## src/hdl/dfse_pkg.sv

```systemverilog
package dfse_pkg;

	// Motor channels served; motor_index is one bit wide
	localparam int MOTOR_COUNT = 2;

	// Frames that may wait between the scheduler and the serialiser
	localparam int QUEUE_DEPTH = 2;
	localparam int QPTR_W      = (QUEUE_DEPTH > 1) ? $clog2(QUEUE_DEPTH) : 1;
	localparam int QCNT_W      = $clog2(QUEUE_DEPTH + 1);

	// Pulses in one frame, sent most significant bit first
	localparam int PULSES = 16;
	localparam int CNT_W  = $clog2(PULSES);

	// Configuration port
	localparam int ADDR_W = 5;
	localparam int DATA_W = 32;

	localparam logic [2:0] REG_SHORT_PULSE = 3'd0;
	localparam logic [2:0] REG_LONG_PULSE  = 3'd1;
	localparam logic [2:0] REG_MIN_GAP     = 3'd2;
	localparam logic [2:0] REG_REPEAT_GAP  = 3'd3;
	localparam logic [2:0] REG_TELEM_GAP   = 3'd4;

	localparam logic [14:0] SHORT_PULSE_RESET = 15'd44;
	localparam logic [14:0] LONG_PULSE_RESET  = 15'd89;
	localparam logic [23:0] MIN_GAP_RESET     = 24'd50;
	localparam logic [23:0] REPEAT_GAP_RESET  = 24'd5000;
	localparam logic [23:0] TELEM_GAP_RESET   = 24'd25000;

	// Throttle code ranges
	localparam logic [10:0] FWD_BASE = 11'd47;
	localparam logic [10:0] FWD_MAX  = 11'd1047;
	localparam logic [10:0] REV_BASE = 11'd1048;
	localparam logic [10:0] REV_MAX  = 11'd2047;

	// Request kinds
	localparam logic REQ_THROTTLE = 1'b0;
	localparam logic REQ_COMMAND  = 1'b1;

	typedef struct packed {
		logic               req_type;
		logic               motor_index;
		logic signed [11:0] speed;
		logic [10:0]        command_code;
		logic [31:0]        now_us;
	} req_t;

	typedef struct packed {
		logic        out_motor;
		logic [14:0] high_ticks;
		logic [14:0] low_ticks;
		logic        bit_value;
		logic        telemetry_request;
		logic [15:0] frame_word;
		logic        last_pulse;
	} pulse_t;

	typedef struct packed {
		logic [14:0] short_pulse_ticks;
		logic [14:0] long_pulse_ticks;
		logic [23:0] min_gap_us;
		logic [23:0] repeat_gap_us;
		logic [23:0] telemetry_gap_us;
	} cfg_t;

	typedef struct packed {
		logic        motor;
		logic [15:0] word;
	} frame_t;

	typedef struct packed {
		logic full;
		logic empty;
	} qstat_t;

endpackage

```

## src/hdl/dfse_regs.sv

```systemverilog
module dfse_regs (
	input  logic                        clk,
	input  logic                        arst_n,
	input  logic                        psel,
	input  logic                        penable,
	input  logic                        pwrite,
	input  logic [dfse_pkg::ADDR_W-1:0] paddr,
	input  logic [dfse_pkg::DATA_W-1:0] pwdata,
	output logic [dfse_pkg::DATA_W-1:0] prdata,
	output logic                        pready,
	output dfse_pkg::cfg_t              cfg
);

	dfse_pkg::cfg_t cfg_q;
	logic           wr_en;
	logic [2:0]     reg_idx;

	assign pready  = 1'b1;
	assign wr_en   = psel & penable & pwrite;
	assign reg_idx = paddr[4:2];
	assign cfg     = cfg_q;

	always_ff @(posedge clk or negedge arst_n) begin
		if (!arst_n) begin
			cfg_q.short_pulse_ticks <= dfse_pkg::SHORT_PULSE_RESET;
			cfg_q.long_pulse_ticks  <= dfse_pkg::LONG_PULSE_RESET;
			cfg_q.min_gap_us        <= dfse_pkg::MIN_GAP_RESET;
			cfg_q.repeat_gap_us     <= dfse_pkg::REPEAT_GAP_RESET;
			cfg_q.telemetry_gap_us  <= dfse_pkg::TELEM_GAP_RESET;
		end else if (wr_en) begin
			case (reg_idx)
				dfse_pkg::REG_SHORT_PULSE: cfg_q.short_pulse_ticks <= pwdata[14:0];
				dfse_pkg::REG_LONG_PULSE:  cfg_q.long_pulse_ticks  <= pwdata[14:0];
				dfse_pkg::REG_MIN_GAP:     cfg_q.min_gap_us        <= pwdata[23:0];
				dfse_pkg::REG_REPEAT_GAP:  cfg_q.repeat_gap_us     <= pwdata[23:0];
				dfse_pkg::REG_TELEM_GAP:   cfg_q.telemetry_gap_us  <= pwdata[23:0];
				default: ;
			endcase
		end
	end

	always_comb begin
		prdata = '0;
		case (reg_idx)
			dfse_pkg::REG_SHORT_PULSE: prdata = {17'd0, cfg_q.short_pulse_ticks};
			dfse_pkg::REG_LONG_PULSE:  prdata = {17'd0, cfg_q.long_pulse_ticks};
			dfse_pkg::REG_MIN_GAP:     prdata = {8'd0, cfg_q.min_gap_us};
			dfse_pkg::REG_REPEAT_GAP:  prdata = {8'd0, cfg_q.repeat_gap_us};
			dfse_pkg::REG_TELEM_GAP:   prdata = {8'd0, cfg_q.telemetry_gap_us};
			default:                   prdata = '0;
		endcase
	end

endmodule

```

## src/hdl/dfse_front.sv

```systemverilog
module dfse_front (
	input  logic              clk,
	input  logic              arst_n,
	input  dfse_pkg::cfg_t    cfg,
	input  logic              req_valid,
	output logic              req_ready,
	input  dfse_pkg::req_t    req_data,
	input  dfse_pkg::qstat_t  qstat,
	output logic              push,
	output dfse_pkg::frame_t  push_data
);

	// Signed speed to eleven-bit throttle code, saturating in both directions.
	function automatic logic [10:0] throttle_code(input logic [11:0] sp);
		logic [11:0] mag;
		logic [12:0] fwd;
		logic [12:0] rev;
		logic [10:0] code;
		mag = 12'd0 - sp;
		fwd = 13'(dfse_pkg::FWD_BASE) + {1'b0, sp};
		rev = 13'(dfse_pkg::REV_BASE) + {1'b0, mag};
		if (sp == 12'd0) begin
			code = 11'd0;
		end else if (!sp[11]) begin
			code = (fwd > 13'(dfse_pkg::FWD_MAX)) ? dfse_pkg::FWD_MAX : fwd[10:0];
		end else begin
			code = (rev > 13'(dfse_pkg::REV_MAX)) ? dfse_pkg::REV_MAX : rev[10:0];
		end
		return code;
	endfunction

	logic [11:0] prev_speed_q     [dfse_pkg::MOTOR_COUNT];
	logic [31:0] prev_send_time_q [dfse_pkg::MOTOR_COUNT];
	logic [31:0] telemetry_time_q;

	logic        accept;
	logic        motor_ok;
	logic        is_cmd;
	logic [31:0] interval;
	logic [31:0] telem_elapsed;
	logic        too_soon;
	logic        resend;
	logic        send_thr;
	logic        telem_due;
	logic        upd_thr;
	logic [11:0] top12;
	logic [3:0]  csum;

	assign req_ready = ~qstat.full;
	assign accept    = req_valid & req_ready;
	assign motor_ok  = {31'd0, req_data.motor_index} < 32'(dfse_pkg::MOTOR_COUNT);
	assign is_cmd    = req_data.req_type == dfse_pkg::REQ_COMMAND;

	assign interval      = req_data.now_us - prev_send_time_q[req_data.motor_index];
	assign telem_elapsed = req_data.now_us - telemetry_time_q;
	assign too_soon      = interval < {8'd0, cfg.min_gap_us};
	assign resend        = (interval > {8'd0, cfg.repeat_gap_us}) ||
	                       (req_data.speed != prev_speed_q[req_data.motor_index]);
	assign send_thr      = ~too_soon & resend;
	assign telem_due     = telem_elapsed > {8'd0, cfg.telemetry_gap_us};
	assign upd_thr       = accept & motor_ok & ~is_cmd & send_thr;

	assign top12 = is_cmd ? {req_data.command_code, 1'b1}
	                      : {throttle_code(req_data.speed), telem_due};
	assign csum  = top12[3:0] ^ top12[7:4] ^ top12[11:8];

	assign push            = accept & motor_ok & (is_cmd | send_thr);
	assign push_data.motor = req_data.motor_index;
	assign push_data.word  = {top12, csum};

	always_ff @(posedge clk or negedge arst_n) begin
		if (!arst_n) begin
			for (int i = 0; i < dfse_pkg::MOTOR_COUNT; i++) begin
				prev_speed_q[i]     <= '0;
				prev_send_time_q[i] <= '0;
			end
			telemetry_time_q <= '0;
		end else if (upd_thr) begin
			prev_speed_q[req_data.motor_index]     <= req_data.speed;
			prev_send_time_q[req_data.motor_index] <= req_data.now_us;
			if (telem_due) begin
				telemetry_time_q <= req_data.now_us;
			end
		end
	end

endmodule

```

## src/hdl/dfse_queue.sv

```systemverilog
module dfse_queue (
	input  logic              clk,
	input  logic              arst_n,
	input  logic              push,
	input  dfse_pkg::frame_t  push_data,
	input  logic              pop,
	output dfse_pkg::frame_t  pop_data,
	output dfse_pkg::qstat_t  qstat
);

	dfse_pkg::frame_t              slot_q [dfse_pkg::QUEUE_DEPTH];
	logic [dfse_pkg::QPTR_W-1:0]   wr_ptr_q;
	logic [dfse_pkg::QPTR_W-1:0]   rd_ptr_q;
	logic [dfse_pkg::QCNT_W-1:0]   count_q;

	function automatic logic [dfse_pkg::QPTR_W-1:0] next_ptr(
		input logic [dfse_pkg::QPTR_W-1:0] p
	);
		logic [dfse_pkg::QPTR_W-1:0] n;
		if (p == dfse_pkg::QPTR_W'(dfse_pkg::QUEUE_DEPTH - 1)) begin
			n = '0;
		end else begin
			n = p + 1'b1;
		end
		return n;
	endfunction

	assign qstat.full  = count_q == dfse_pkg::QCNT_W'(dfse_pkg::QUEUE_DEPTH);
	assign qstat.empty = count_q == '0;
	assign pop_data    = slot_q[rd_ptr_q];

	always_ff @(posedge clk) begin
		if (push) begin
			slot_q[wr_ptr_q] <= push_data;
		end
	end

	always_ff @(posedge clk or negedge arst_n) begin
		if (!arst_n) begin
			wr_ptr_q <= '0;
			rd_ptr_q <= '0;
			count_q  <= '0;
		end else begin
			if (push) begin
				wr_ptr_q <= next_ptr(wr_ptr_q);
			end
			if (pop) begin
				rd_ptr_q <= next_ptr(rd_ptr_q);
			end
			if (push && !pop) begin
				count_q <= count_q + 1'b1;
			end else if (pop && !push) begin
				count_q <= count_q - 1'b1;
			end
		end
	end

endmodule

```

## src/hdl/dfse_back.sv

```systemverilog
module dfse_back (
	input  logic              clk,
	input  logic              arst_n,
	input  dfse_pkg::cfg_t    cfg,
	input  dfse_pkg::qstat_t  qstat,
	input  dfse_pkg::frame_t  pop_data,
	output logic              pop,
	output logic              pulse_valid,
	input  logic              pulse_ready,
	output dfse_pkg::pulse_t  pulse_data
);

	logic                       busy_q;
	logic [dfse_pkg::CNT_W-1:0] cnt_q;
	dfse_pkg::frame_t           cur_q;

	logic last;
	logic taken;
	logic done;
	logic load;
	logic bit_v;

	assign last  = cnt_q == dfse_pkg::CNT_W'(dfse_pkg::PULSES - 1);
	assign taken = busy_q & pulse_ready;
	assign done  = taken & last;
	// A waiting frame is picked up in the cycle its predecessor's last beat leaves.
	assign load  = (~busy_q | done) & ~qstat.empty;
	assign pop   = load;

	always_ff @(posedge clk) begin
		if (load) begin
			cur_q <= pop_data;
		end
	end

	always_ff @(posedge clk or negedge arst_n) begin
		if (!arst_n) begin
			busy_q <= 1'b0;
			cnt_q  <= '0;
		end else begin
			if (load) begin
				busy_q <= 1'b1;
				cnt_q  <= '0;
			end else if (taken) begin
				if (last) begin
					busy_q <= 1'b0;
				end
				cnt_q <= cnt_q + 1'b1;
			end
		end
	end

	assign bit_v       = cur_q.word[~cnt_q];
	assign pulse_valid = busy_q;

	assign pulse_data.out_motor         = cur_q.motor;
	assign pulse_data.high_ticks        = bit_v ? cfg.long_pulse_ticks : cfg.short_pulse_ticks;
	assign pulse_data.low_ticks         = bit_v ? cfg.short_pulse_ticks : cfg.long_pulse_ticks;
	assign pulse_data.bit_value         = bit_v;
	assign pulse_data.telemetry_request = cur_q.word[4];
	assign pulse_data.frame_word        = cur_q.word;
	assign pulse_data.last_pulse        = last;

endmodule

```

## src/hdl/dshot_frame_scheduler_encoder.sv

```systemverilog
// Frame scheduler and pulse encoder for a two-channel digital motor link. Each request beat is
// either a throttle update or a raw command for one motor; throttle updates obey a per-motor
// minimum gap and are sent only when the speed changes or the repeat interval has run out,
// while raw commands always go out with the telemetry bit set. Every frame that is sent leaves
// as sixteen pulse beats, most significant bit first, each carrying its high and low tick
// counts. A request beat is accepted in any cycle in which the two-entry frame queue has room,
// and the decision for it is made in that same cycle; the frame is written into the queue and
// then loaded into the serialiser, whose registered state offers its first pulse beat once the
// serialiser is free. The serialiser emits one pulse beat per cycle while pulse_ready is high,
// and a waiting frame follows the last beat of the previous one back to back.
module dshot_frame_scheduler_encoder (
	input  logic                        clk,
	input  logic                        arst_n,

	// Request channel
	input  logic                        req_valid,
	output logic                        req_ready,
	input  dfse_pkg::req_t              req_data,

	// Pulse channel
	output logic                        pulse_valid,
	input  logic                        pulse_ready,
	output dfse_pkg::pulse_t            pulse_data,

	// Configuration port
	input  logic                        psel,
	input  logic                        penable,
	input  logic                        pwrite,
	input  logic [dfse_pkg::ADDR_W-1:0] paddr,
	input  logic [dfse_pkg::DATA_W-1:0] pwdata,
	output logic [dfse_pkg::DATA_W-1:0] prdata,
	output logic                        pready
);

	// Register file shared by the scheduler (timing limits) and the serialiser (pulse widths).
	dfse_pkg::cfg_t   cfg;

	// Frames travel from the scheduler to the serialiser through a short queue, so that a new
	// request can be judged while the previous frame is still being shifted out.
	logic             push;
	dfse_pkg::frame_t push_data;
	logic             pop;
	dfse_pkg::frame_t pop_data;
	dfse_pkg::qstat_t qstat;

	dfse_regs u_regs (
		.clk     (clk),
		.arst_n  (arst_n),
		.psel    (psel),
		.penable (penable),
		.pwrite  (pwrite),
		.paddr   (paddr),
		.pwdata  (pwdata),
		.prdata  (prdata),
		.pready  (pready),
		.cfg     (cfg)
	);

	// The scheduler holds the per-motor history and the shared telemetry timer, and builds the
	// complete sixteen-bit frame with its checksum.
	dfse_front u_front (
		.clk       (clk),
		.arst_n    (arst_n),
		.cfg       (cfg),
		.req_valid (req_valid),
		.req_ready (req_ready),
		.req_data  (req_data),
		.qstat     (qstat),
		.push      (push),
		.push_data (push_data)
	);

	dfse_queue u_queue (
		.clk       (clk),
		.arst_n    (arst_n),
		.push      (push),
		.push_data (push_data),
		.pop       (pop),
		.pop_data  (pop_data),
		.qstat     (qstat)
	);

	// The serialiser keeps the current frame and a bit counter; its outputs come straight from those
	// registers and the configuration, so a stalled pulse beat holds steady while cfg is unchanged.
	dfse_back u_back (
		.clk         (clk),
		.arst_n      (arst_n),
		.cfg         (cfg),
		.qstat       (qstat),
		.pop_data    (pop_data),
		.pop         (pop),
		.pulse_valid (pulse_valid),
		.pulse_ready (pulse_ready),
		.pulse_data  (pulse_data)
	);

endmodule
```

## config.mk

```make
export PLATFORM = sky130hd
export DESIGN_NAME = dshot_frame_scheduler_encoder
export DESIGN_NICKNAME = d
export VERILOG_FILES = /design/src/hdl/dfse_pkg.sv /design/src/hdl/dfse_regs.sv /design/src/hdl/dfse_front.sv /design/src/hdl/dfse_queue.sv /design/src/hdl/dfse_back.sv /design/src/hdl/dshot_frame_scheduler_encoder.sv
export SDC_FILE = /design/constraint.sdc
export NUM_CORES = 1
export LEC_CHECK = 0
export BUFFER_PORTS_ARGS = -buffer_cell sky130_fd_sc_hd__buf_2
export CAP_MARGIN = 20
export CORE_MARGIN = 4
export CORE_UTILIZATION = 40
export CTS_CLUSTER_SIZE = 10
export DETAILED_ROUTE_END_ITERATION = 10
export GPL_ROUTABILITY_DRIVEN = 0
export MAX_ROUTING_LAYER = met4
export SLEW_MARGIN = 10
export SYNTH_ARGS = -nofsm -noshare
export SYNTH_HDL_FRONTEND = slang
export SYNTH_SLANG_ARGS = --single-unit
```

## constraint.sdc

```tcl
create_clock -name clk -period 15.31 [get_ports clk]
set_input_delay 1.531 -clock clk [delete_from_list [all_inputs] [get_ports clk]]
set_output_delay 1.531 -clock clk [all_outputs]
set_load 0.01 [all_outputs]
```

==> run_results.csv <==
group,metric,value,unit
floorplanning,io_pins,186,
cells_and_area,syn_to_final_growth,12.9,%
setup_path,r2r_start,"u_front.prev_send_time_q[1]",
cells_and_area,multi_input_area,10700,um2
cells_and_area,ff_latch_area,7340,um2
clock_network,cts_resized,0,
setup_path,crit_buf_inv,3,
sta,fmax,111,MHz
sta,fin_crit,8990,ps
route,post-route-drc-count,0,
synthesis,async_reset_ff_share,81.9,%
cells_and_area,nets,2256,
route,wl_per_cell,18.9,um
flow_run,drv_cap,0,
worst_hold_path,hold_depth,1,
global_route,grt_use_met3,2.62,%
placed_design,io_buffers,166,
synthesis,synth-seq-cells,282,
setup_path,cp_max_fo,25,
floorplanning,die_area,50800,um2
synthesis,ys_seq_area_share,38.9,%
sta,final.period_utilization,58.7,%
setup_path,crit_required,15490,ps
floorplanning,die_h,225,um
clock_network,cts_buffer_depth,3,
worst_hold_path,holdPathEnd,"u_front.telemetry_time_q[23]",
sta,fin_tns_setup,0,ps
global_route,grt_use_total,20.0,%
synthesis,synth_area_leader_cell,"dfrtp_1",
setup_path,reg2regPathDepth,24,
placed_design,dp_cells,2579,
cells_and_area,nFillCells,4436,
synthesis,synthFlopType,"dfrtp_1",
global_route,gr-max-usage-layer,"met2",
clock_network,htree_num_levels,2,
global_route,grt_pass1_vias,14400,
cells_and_area,instances_no_fill,2645,
power,p_leak,9.48,nW
floorplanning,row_count,79,
run_status,run_status,"finished, final reports clean",
cells_and_area,fin_util,45.7,%
global_route,use_met1,28.0,%
synthesis,netlist_instances,1882,
setup_path,reg2reg_setup_slack,8290,ps
clock_network,numCtsBuffers,35,
synthesis,synth_cell_types,87,
global_route,grt_max_degree,86,
setup_path,cpPeakStageDelay,630,ps
global_route,grt_overflow,0,
sta,rsz0062_at_grt,"false",
synthesis,synth.top_cell.area_share,27.8,%
route,ant_nets,0,
setup_path,crit_arrival,9170,ps
synthesis,syn-cell-area,18900,um2
setup_path,crit_type,"primary input to flip-flop",
synthesis,synthTopCellsByArea,"dfrtp_1 28%, ha_1 9.3%, edfxtp_1 8.1%",
setup_path,path_delay_family,"compound AO/OA/AOI/OAI gates",
setup_path,critPathSlowestCell,"nor4_4",
route,drtIter0Drc,1006,
setup_path,crit_top_cell,"a21oi_1",
sta,max_slew.worst_pin.slew,1050,ps
floorplanning,die_w,225,um
setup_path,cp-end-kind,"flip-flop",
clock_network,cts_sinks,282,
route,viasPerCell,5.52,
power,power_density,197,nW/um2
power,peakVddDrop,0.000100,V
route,wl,49900,um
clock_network,cts.clk_slew.worst_paths,50,ps
setup_path,crit_path_start_kind,"primary input",
clock_network,cts-root-buf,"clkbuf_16",
worst_hold_path,hold_class,"flip-flop to flip-flop",
synthesis,syn_avg_cell_area,10.0,um2
placed_design,dpl.hpwl,37800,um
global_route,antenna_found_initial,3,
clock_network,clock_latency,550,ps
worst_hold_path,hold_start,"u_front.telemetry_time_q[23]",
synthesis,synth_edf_count,51,
synthesis,yosys_warnings,0,
sta,relSlewSlack,29.6,%
sta,skew,26.1,ps
global_route,grt_pass1_wl,78700,um
clock_network,post-cts-setup-buffers,0,
sta,hold_ws,481,ps
clock_network,cts_tree,"done",
floorplanning,start_util,40.5,%
sta,setup_viol,0,
route,vias,14600,
setup_path,rr_endpoint,"u_queue.slot_q[1][11]",
route,drt_pass1_iterations,5,
global_route,grt_use_met2,30.7,%
sta,hold_viol,0,
cells_and_area,drive_above_1_share,19.0,%
clock_network,ctsHoldBuffers,0,
sta,drv_slew,0,
floorplanning,core_area,46700,um2
[worst max path at each step]
stage / slack [ps] / start / cells after the start / end
6_report: 6320 / req_data[55] / 26 / u_queue.slot_q[1][11]
5_1_grt: 5870 / req_data[55] / 26 / u_queue.slot_q[1][3]
4_1_cts: 6360 / req_data[55] / 26 / u_queue.slot_q[1][15]
3_5_place_dp: 5770 / req_data[55] / 26 / u_queue.slot_q[1][15]
3_3_place_gp: 5860 / req_data[55] / 26 / u_queue.slot_q[1][11]
2_1_floorplan: 7550 / req_data[55] / 25 / u_queue.slot_q[0][0]
[worst register-to-register path, stage by stage (launching register included)]
cell and delay [ps]:
dfrtp_1 370, mux2i_1 260, ha_1 290, nand2b_1 90
a21oi_1 120, o41ai_1 590, o31ai_1 170, buf_4 200
a41oi_1 320, o21bai_1 100, a21oi_1 300, o31ai_1 110
a21oi_1 180, xnor2_1 290, ha_1 360, a21oi_1 160
o21a_1 130, o21ai_0 180, a211o_1 320, a21oi_1 310
o211a_1 230, o2111ai_1 170, nor4_4 630, a21oi_1 290
and2_1 490
[per-stage QoR]
| step | area, um2 | setup WS (ps) | total power, mW |
|---|---|---|---|
| global route | 21300 | 5870 | 4.55 |
| finish | 21300 | 6320 | 4.21 |
| global placement | 20200 | 5860 | 3.37 |
| CTS | 21300 | 6360 | 4.23 |
| floorplan | 18900 | 7550 | 2.81 |
| detailed placement | 20200 | 5770 | 3.43 |
[cells in the mapped netlist (34+ instances only)]
| cell type | n |
|---|---|
| ha_1 | 141 |
| mux2_1 | 101 |
| a21o_1 | 34 |
| nand3_1 | 41 |
| nor2_1 | 55 |
| edfxtp_1 | 51 |
| mux2i_1 | 81 |
| a21oi_1 | 117 |
| o21ai_0 | 140 |
| inv_1 | 128 |
| clkbuf_1 | 60 |
| mux2_2 | 103 |
| dfrtp_1 | 210 |
| xnor2_1 | 62 |
| nand2_1 | 160 |
[logic make-up after synthesis]
logic type / share of synthesized area (%)
muxes: 17.2
xor gates and xnor gates: 4.31
AOI/OAI and AO/OA: 14.9
other: 0.0398
buffers and inverters: 4.87
DFF: 38.9
and+or+nand+nor: 10.3
adders and majority gates: 9.61
[layout make-up]
type                    instances  area share [%]
diodes                          3          0.0352
repair buffers                182            4.61
well taps                     607            3.56
inverters                     129            2.27
clock buffers                  56            4.57
flip-flops and latches        282            34.4
clock inverters                 4           0.317
multi-input cells            1382            50.2
[flip-flops by register name, indices dropped and copies added, names as in the netlist]
register	cells
u_front.telemetry_time_q	32
u_back.pulse_data	17
u_front.prev_speed_q	24
u_queue.rd_ptr_q	1
u_back.cnt_q	4
u_queue.wr_ptr_q	1
u_front.prev_send_time_q	64
u_queue.slot_q	34
u_regs.cfg	102
u_back.pulse_valid	1
u_queue.count_q	2
[placed cells by master (no fill, tap or decap), drive strengths merged, types with 10 or more instances in the layout]
cell,count
xnor2,62
inv,128
a21oi,118
o21bai,13
nand2b,17
mux2,204
nor2,55
dfstp,21
o31ai,10
nand3,41
a21o,34
xor2,31
nand4,20
o211ai,13
nor4,12
o21a,16
clkbuf,57
mux2i,81
edfxtp,51
dfrtp,210
o21ai,142
buf,181
nor3,27
a31oi,15
and2,12
o22ai,16
ha,141
a211oi,15
nand2,160
[report_power, final]
part / internal [mW] / switching [mW]
logic: 0.977 / 1.28
registers: 1.04 / 0.143
clock network: 0.453 / 0.314
total: 2.47 / 1.74
[layer usage]
| layer | part of all wire [%] | wire length (um) | vias up |
|---|---|---|---|
| li1 | - | - | 7084 |
| met1 | 48 | 23700 | 7117 |
| met5 | 0 | 0 | - |
| met2 | 45 | 22600 | 346 |
| met4 | 2.2 | 1110 | 0 |
| met3 | 4.9 | 2450 | 62 |
(Power assumes the default switching activity.)
